### src/design/art_pkg.sv
package art_pkg;

  localparam int Capacity = 256;
  localparam int IdxW = $clog2(Capacity);
  localparam int CntW = $clog2(Capacity + 1);

  typedef enum logic [1:0] {
    REQ_SEARCH = 2'd0,
    REQ_INSERT = 2'd1,
    REQ_CLEAR  = 2'd2,
    REQ_NONE   = 2'd3
  } req_t;

  typedef enum logic [1:0] {
    ST_OK        = 2'd0,
    ST_NOT_FOUND = 2'd1,
    ST_DUPLICATE = 2'd2,
    ST_FULL      = 2'd3
  } status_t;

  typedef struct packed {
    logic [1:0]  req_type;
    logic [15:0] src_type;
    logic [15:0] tgt_type;
    logic [15:0] tgt_class;
    logic [7:0]  kind_mask;
    logic [31:0] data_word0;
    logic [31:0] data_word1;
    logic [31:0] data_word2;
  } in_item_t;

  typedef struct packed {
    logic [1:0]  status;
    logic [7:0]  found_kind;
    logic [31:0] found_word0;
    logic [31:0] found_word1;
    logic [31:0] found_word2;
    logic [8:0]  entry_count;
  } out_item_t;

  typedef struct packed {
    logic [47:0] key;
    logic [7:0]  kind;
    logic [95:0] words;
  } entry_t;

  // token that travels along the chain with the probe key
  typedef struct packed {
    logic        vld;
    logic        hit;
    logic [47:0] key;
    logic [7:0]  mask;
    logic [7:0]  kind;
    logic [95:0] words;
  } probe_t;

endpackage

### src/design/art_cell.sv
module art_cell (
  input  logic            clk,
  input  logic            rst_n,
  input  logic            wr_en,
  input  art_pkg::entry_t wr_entry,
  input  logic            active,
  input  art_pkg::probe_t probe_in,
  output art_pkg::probe_t probe_out
);
  import art_pkg::*;

  entry_t ent_r;
  probe_t probe_r, probe_nxt;

  always_ff @(posedge clk) begin
    if (wr_en) begin
      ent_r <= wr_entry;
    end
  end

  always_comb begin
    probe_nxt = probe_in;
    if (probe_in.vld && !probe_in.hit && active &&
        ent_r.key == probe_in.key && (ent_r.kind & probe_in.mask) != 8'd0) begin
      probe_nxt.hit   = 1'b1;
      probe_nxt.kind  = ent_r.kind;
      probe_nxt.words = ent_r.words;
    end
  end

  always_ff @(posedge clk) begin
    if (!rst_n) begin
      probe_r.vld <= 1'b0;
    end else begin
      probe_r.vld <= probe_nxt.vld;
    end
    probe_r.hit   <= probe_nxt.hit;
    probe_r.key   <= probe_nxt.key;
    probe_r.mask  <= probe_nxt.mask;
    probe_r.kind  <= probe_nxt.kind;
    probe_r.words <= probe_nxt.words;
  end

  assign probe_out = probe_r;
endmodule

### config.mk
export PLATFORM = sky130hd
export DESIGN_NAME = art_cell
export DESIGN_NICKNAME = d
export VERILOG_FILES = /design/src/design/art_pkg.sv /design/src/design/art_cell.sv
export SDC_FILE = /design/constraint.sdc
export NUM_CORES = 1
export LEC_CHECK = 0
export BUFFER_PORTS_ARGS = -buffer_cell sky130_fd_sc_hd__buf_2
export CORE_AREA = 5 5 181 183
export DETAILED_ROUTE_END_ITERATION = 16
export DIE_AREA = 0 0 186 188
export GPL_TIMING_DRIVEN = 0
export HOLD_SLACK_MARGIN = 0.06
export PLACE_DENSITY = 0.57
export SLEW_MARGIN = 20
export SYNTH_ARGS = -nofsm -noshare
export SYNTH_HDL_FRONTEND = slang
export SYNTH_SLANG_ARGS = --single-unit
### constraint.sdc
create_clock -name clk -period 3.1 [get_ports clk]
set_clock_uncertainty 0.2 [all_clocks]
set_input_delay 0.62 -clock clk [delete_from_list [all_inputs] [get_ports clk]]
set_output_delay 0.62 -clock clk [all_outputs]
set_load 0.05 [all_outputs]
---- After elaboration in Yosys (flattened, before gate mapping) ----
Cells that the tools add are included.
word-level totals
  flip-flop bits (word level) ............. 314
  output and inout port bits .............. 162
  logic and storage cells ................. 18
cells by class
  equality and inequality tests ........... 1
  muxes and demuxes ....................... 1
  bitwise logic cells ..................... 1
  reductions and logical operators ........ 6
operators by type and width
  cell                 number
  $mux W104            1
  $eq A48 B48 Y1       1
  $and A8 B8 Y8        1
  $reduce_bool A8 Y1   1
  $logic_and A1 B1 Y1  4
  $logic_not A1 Y1     1

---- Logic depth before layout (Yosys ltp) ----
Gate-level depths: netlist (run 1).
  depth in word-level cells ............... 6
  depth in mapped cells ................... 7
  gate-level depth less buffers ........... 5

---- Worst setup path after synthesis (run 1) ----
Ideal clock, no wire load.
  path kind ............................... input to register
  start point ............................. input probe_in[145] (netlist name)
  end point ............................... register probe_r, in the netlist probe_out[54]
  library setup time ...................... 0.123 ns
  arrival ................................. 2.281 ns
  required time ........................... 2.777 ns
  path slack .............................. 0.496 ns
  stages .................................. 7
  buffers on the path ..................... 2
  path through ............................ xnor2_1 -> nand4_1 -> or3_1 -> nor4_2 -> buf_4 -> buf_6 -> mux2_1
RTL lines
  element      line            source
  from (decl)  art_cell.sv:7   input art_pkg::probe_t probe_in,
  to (decl)    art_cell.sv:13  probe_t probe_r, probe_nxt;

==> out/summary.txt, run 1 <==
status: finished clean
I/O pin total: 480
Fin. Hold Viols: 0
drt first pass iters: 4
cell area after placement: 12600 µm²
Final ANT Viol Nets: 0
critical path, cell by cell: dlygate4sd3_1 > buf_2 > xor2_1 > nor4_2 > nand4_1 > nor4_4 > buf_6 > clkbuf_4 > mux2_2
hold path cells: 1
cell family with most CP delay: buffers and inverters
startpoint types: input port
Die Y: 188 µm
Synth warnings: 0
Max Clock Freq: 333 MHz
DPL Wire Length: 21000 µm
RSZ-0062 raised after global routing: true
detailed-route via count: 6201
Syn Inst Count: 502
Async SR Flop Fraction: 0
Vias per Instance: 4.13
first-pass GRT wire length: 39700 µm
post-synthesis average cell area: 19.2 µm²
largest net degree at the start of global routing: 86
dpl cells: 1384
Longest Clk Path Bufs: 3
CP max stage cell: dlygate4sd3_1
endpoints failing setup: 0
Root Driver: clkbuf_16
gr ovfl total: 0
register area share after synthesis: 0.809
Setup TNS: 0 ns
Most used DFF post-synth: dfxtp_1
Data arrival, critical path: 3.17 ns
wire length per cell: 18.3 µm
cells taking the most area after synthesis: edfxtp_1 47%, dfxtp_1 34%, mux2_2 6.4%
synth unique cells: 18
Hold WC Path Type: input port to register
#FFs+latches synth: 314
Tightest Pin Transition: 0.606 ns
GPL Wtd Cong: 0.761
post-synth top area cell: edfxtp_1
CP Capture Type: register
count leader, synth: dfxtp_1
hold slack: 0.0922 ns
Remaining DRCs: 0
final worst-path cycle share: 0.968
leak pwr: 6.24 nW
register clock-pin slew on the reported worst setup and hold paths: 0.06 ns
reg2reg path depth: 7
Post-Synthesis Cell Area: 9650 µm²
port bufs: 479
DRT iter0 DRCs: 188
Slew Limit Headroom: 0.592
Layout Cells excl Fill: 1501
CTS tree: built
Syn-to-layout area delta: 48.5%
H-tree Lvls: 2
Synth top area share: 0.473
Critical Path Fanout Max: 10
layout cells sized above 1: 0.551
row count: 65
Die Width: 186 µm
Initial Util: 0.311
Final Cell Area: 14300 µm²
list of most frequent post-synthesis cells: 162 x dfxtp_1, 152 x edfxtp_1, 55 x mux2_2
Worst VDD drop: 369 µV
Routed WL: 27500 µm
Clock Sinks: 314
Slew Limit Fails: 0
critical path type: input port to register
Synth Net Count: 820
die area: 35000 µm²
CP max stage delay: 0.55 ns
TritonCTS Buffers: 35
Max-cap violations: 0
vias in the first global route: 6811
WP buf/inv: 4
Tot GR Track Use: 0.149
critical path depth in cells: 9
Post-synth EDFFs: 152
CP required: 3.27 ns
Final min period: 3.00 ns
initial antenna violation count: 3
Worst-Skew Late Latency: 0.50 ns
Total Nets Final: 1392
PwrDens: 684 nW/µm²
core area: 31100 µm²
## worst paths after layout
check                                     startpoint                endpoint  slack [ns]
worst max-delay path                   probe_in[136]   probe_out[26]$_DFF_P_         0.1
worst min-delay path                   probe_in[146]  probe_out[146]$_DFF_P_        0.09
worst max register to register  ent_r[141]$_DFFE_PP_   probe_out[26]$_DFF_P_        0.32
worst min register to register   ent_r[60]$_DFFE_PP_   probe_out[60]$_DFF_P_        0.25
## final cells by class
cell class,instances,area (µm²)
repair buffers,535,2980
flip-flops and latches,314,7810
plain buffers,11,105
well taps,402,503
clock inverters,14,150
clock buffers,47,1000
diodes,1,2.50
multi-input cells,177,1780
fillers,2780,16700
## repair_timing
action                                  in CTS  in global routing
pin swaps                                    1                  3
hold buffers                                51                  1
buffers inserted                             1                  2
hold endpoints to repair                    51                  1
endpoints found under the setup margin      92                 69
resized for setup                            0                 11
## routing by layer
layer	vias to the layer above	global-route usage	wire length [µm]
li1	2970	-	-
met1	2878	0.164	9980
met2	302	0.265	14100
met3	47	0.0565	2810
met4	4	0.0448	646
met5	-	0	24
## logic make-up after synthesis
group / after synthesis / synth area share
mux: 104 / 0.121
xor+xnor: 48 / 0.0436
flops: 314 / 0.809
buf+inv: 11 / 0.00920
simple gates: 21 / 0.0140
compound gates: 4 / 0.00311
## per-stage QoR
stage                util  worst slack (ns)  power [mW]
floorplan               -             0.496        5.30
CTS                 0.459            0.0216        9.93
finish              0.462            0.0991        9.80
detailed placement  0.406            -0.595        5.73
global route        0.462          -0.00200        10.2
global placement    0.404            -0.968        5.72
## placed cells by master (no fill, tap or decap)
cell type        n
a22oi_1          4
and2_1           1
buf_16           1
buf_2          478
buf_4            3
buf_6            7
buf_8            1
bufinv_16        3
clkbuf_1         7
clkbuf_16       38
clkbuf_4         4
clkbuf_8         2
clkinv_1         3
clkinv_2         5
clkinv_4         1
clkinvlp_4       2
dfxtp_1        162
diode_2          1
dlygate4sd3_1   52
edfxtp_1       152
mux2_1          49
mux2_2          55
nand3_1          1
nand4_1          5
nor3_1           1
nor4_1           7
nor4_2           3
nor4_4           1
or2_2            1
or3_1            1
xnor2_1          5
xor2_1          43
## sequential cells by signal, summed over array words and instances (netlist names)
signal / count
probe_out: 162
ent_r: 152
## power breakdown
part / total, mW / switching, mW / internal (mW) / leakage, nW
Clock: 4.11 / 1.59 / 2.52 / 0.562
Sequential: 4.72 / 0.0767 / 4.64 / 2.85
Combinational: 0.973 / 0.628 / 0.345 / 2.82
Total: 9.80 / 2.29 / 7.51 / 6.24
Power figures use the tool's default switching activity.
==> run 2, diff against run 1 <==
==> config.mk (replaced) <==
export PLATFORM = sky130hd
export DESIGN_NAME = art_cell
export DESIGN_NICKNAME = d
export VERILOG_FILES = /design/src/design/art_pkg.sv /design/src/design/art_cell.sv
export SDC_FILE = /design/constraint.sdc
export NUM_CORES = 1
export LEC_CHECK = 0
export CORE_AREA = 5 5 183 185
export DETAILED_ROUTE_END_ITERATION = 16
export DIE_AREA = 0 0 188 190
export DONT_BUFFER_PORTS = 1
export GPL_TIMING_DRIVEN = 0
export HOLD_SLACK_MARGIN = 0.06
export PLACE_DENSITY = 0.43
export SLEW_MARGIN = 10
export SYNTH_ARGS = -nofsm -noshare
export SYNTH_HDL_FRONTEND = slang
export SYNTH_SLANG_ARGS = --single-unit
==> constraint.sdc (replaced) <==
create_clock -name clk -period 2.9 [get_ports clk]
set_clock_uncertainty 0.2 [all_clocks]
set_input_delay 0.58 -clock clk [delete_from_list [all_inputs] [get_ports clk]]
set_output_delay 0.58 -clock clk [all_outputs]
set_load 0.05 [all_outputs]
==> run 2 against run 1 <==
The run now fails in clock tree synthesis; synthesized cell count stayed put; area after synthesis did not move.
==> out/summary.txt, run 2 <==
Die Width: 188 µm (+1.1%)
Initial Util: 0.303 (-0.00788)
Synth warnings: 0 (unchanged)
#FFs+latches synth: 314 (unchanged)
Syn Inst Count: 502 (unchanged)
post-synth top area cell: edfxtp_1
Post-synth EDFFs: 152 (unchanged)
synth unique cells: 18 (unchanged)
setup bufs post-CTS: 3 (+2)
Longest Clk Path Bufs: 3 (unchanged)
Run Error: [ERROR RSZ-0060] Max buffer count reached.
I/O pin total: 480 (unchanged)
status: aborted with a tool error
port bufs: 0 (-100%)
Die Y: 190 µm (+1.1%)
Synth top area share: 0.473 (unchanged)
row count: 66 (+1.5%)
DPL Wire Length: 19500 µm (-7.2%)
Synth Net Count: 820 (unchanged)
Most used DFF post-synth: dfxtp_1
cells taking the most area after synthesis: edfxtp_1 47%, dfxtp_1 34%, mux2_2 6.4%
list of most frequent post-synthesis cells: 162 x dfxtp_1, 152 x edfxtp_1, 55 x mux2_2
Post-Synthesis Cell Area: 9650 µm² (unchanged)
GPL Wtd Cong: 0.824 (+8.3%)
count leader, synth: dfxtp_1
failing step: clock tree synthesis
H-tree Lvls: 2 (unchanged)
PostCTS Resize Cnt: 2 (+2)
post-synthesis average cell area: 19.2 µm² (unchanged)
Root Driver: clkbuf_16
TritonCTS Buffers: 34 (-2.9%)
Async SR Flop Fraction: 0 (unchanged)
Hold Buf Count CTS: 196 (+280%)
register area share after synthesis: 0.809 (unchanged)
Clock Sinks: 314 (unchanged)
-- run 2: cell counts after synthesis --
No cell type changed its count.
-- run 2: logic make-up after synthesis --
| group | Yosys count | share of synthesized area |
|---|---|---|
| muxes | 104 | 0.121 |
| DFF | 314 | 0.809 |
| buffers and inverters | 11 | 0.00920 |
| AOI/OAI and AO/OA | 4 | 0.00311 |
| and+or+nand+nor | 21 | 0.0140 |
| xor gates and xnor gates | 48 | 0.0436 |
-- run 2: stage by stage --
stage / setup WS [ns] / instances / TNS (ns) / area [µm²] / hold slack (ns)
2_1_floorplan: 0.336 / 502 / 0 / 9650 / 0.232
3_3_place_gp: -1.06 / 910 / -93.21 / 10200 / 0.235
3_5_place_dp: -1.10 / 910 / -98.86 / 10200 / 0.242
==> run 3, diff against run 2 <==
--- a/config.mk
+++ b/config.mk
@@ -10,8 +10,7 @@
 export DIE_AREA = 0 0 188 190
 export DONT_BUFFER_PORTS = 1
 export GPL_TIMING_DRIVEN = 0
-export HOLD_SLACK_MARGIN = 0.06
-export PLACE_DENSITY = 0.43
+export PLACE_DENSITY_LB_ADDON = 0.15
 export SLEW_MARGIN = 10
 export SYNTH_ARGS = -nofsm -noshare
 export SYNTH_HDL_FRONTEND = slang
==> run 3 against run 2 <==
The run again fails in clock tree synthesis; area after synthesis unchanged; synthesized cell count unchanged.
==> out/summary.txt, run 3 <==
cell area after placement: 10200 µm² (unchanged)
Die Y: 190 µm (unchanged)
Post-synth EDFFs: 152 (unchanged)
Most used DFF post-synth: dfxtp_1
Run Error: [ERROR RSZ-0060] Max buffer count reached.
Async SR Flop Fraction: 0 (unchanged)
Post-Synthesis Cell Area: 9650 µm² (unchanged)
DPL Wire Length: 18200 µm (-6.9%)
setup bufs post-CTS: 2 (-1)
Longest Clk Path Bufs: 3 (unchanged)
#FFs+latches synth: 314 (unchanged)
Syn Inst Count: 502 (unchanged)
row count: 66 (unchanged)
synth unique cells: 18 (unchanged)
failing step: clock tree synthesis
register area share after synthesis: 0.809 (unchanged)
Synth top area share: 0.473 (unchanged)
status: aborted with a tool error
Synth Net Count: 820 (unchanged)
Clock Sinks: 314 (unchanged)
Die Width: 188 µm (unchanged)
post-place setup slack: -0.985 ns (+0.116 ns)
TritonCTS Buffers: 34 (unchanged)
GPL Wtd Cong: 0.786 (-4.6%)
Synth warnings: 0 (unchanged)
Initial Util: 0.303 (unchanged)
H-tree Lvls: 2 (unchanged)
count leader, synth: dfxtp_1
post-synth top area cell: edfxtp_1
list of most frequent post-synthesis cells: 162 x dfxtp_1, 152 x edfxtp_1, 55 x mux2_2
PostCTS Resize Cnt: 1 (-1)
Hold Buf Count CTS: 195 (-0.51%)
port bufs: 0 (unchanged)
I/O pin total: 480 (unchanged)
cells taking the most area after synthesis: edfxtp_1 47%, dfxtp_1 34%, mux2_2 6.4%
Root Driver: clkbuf_16
post-synthesis average cell area: 19.2 µm² (unchanged)
-- run 3: metrics by stage --
step | hold WS (ns) | std cells
after floorplan | 0.232 | 502
after global placement | 0.235 | 910
after detailed placement | 0.241 | 910
-- run 3: cell families after synthesis --
kind of cell	synth area share
XOR/XNOR	0.0436
multiplexers	0.121
AO/OA/AOI/OAI	0.00311
AND/OR/NAND/NOR	0.0140
buffers and inverters	0.00920
flip-flops	0.809
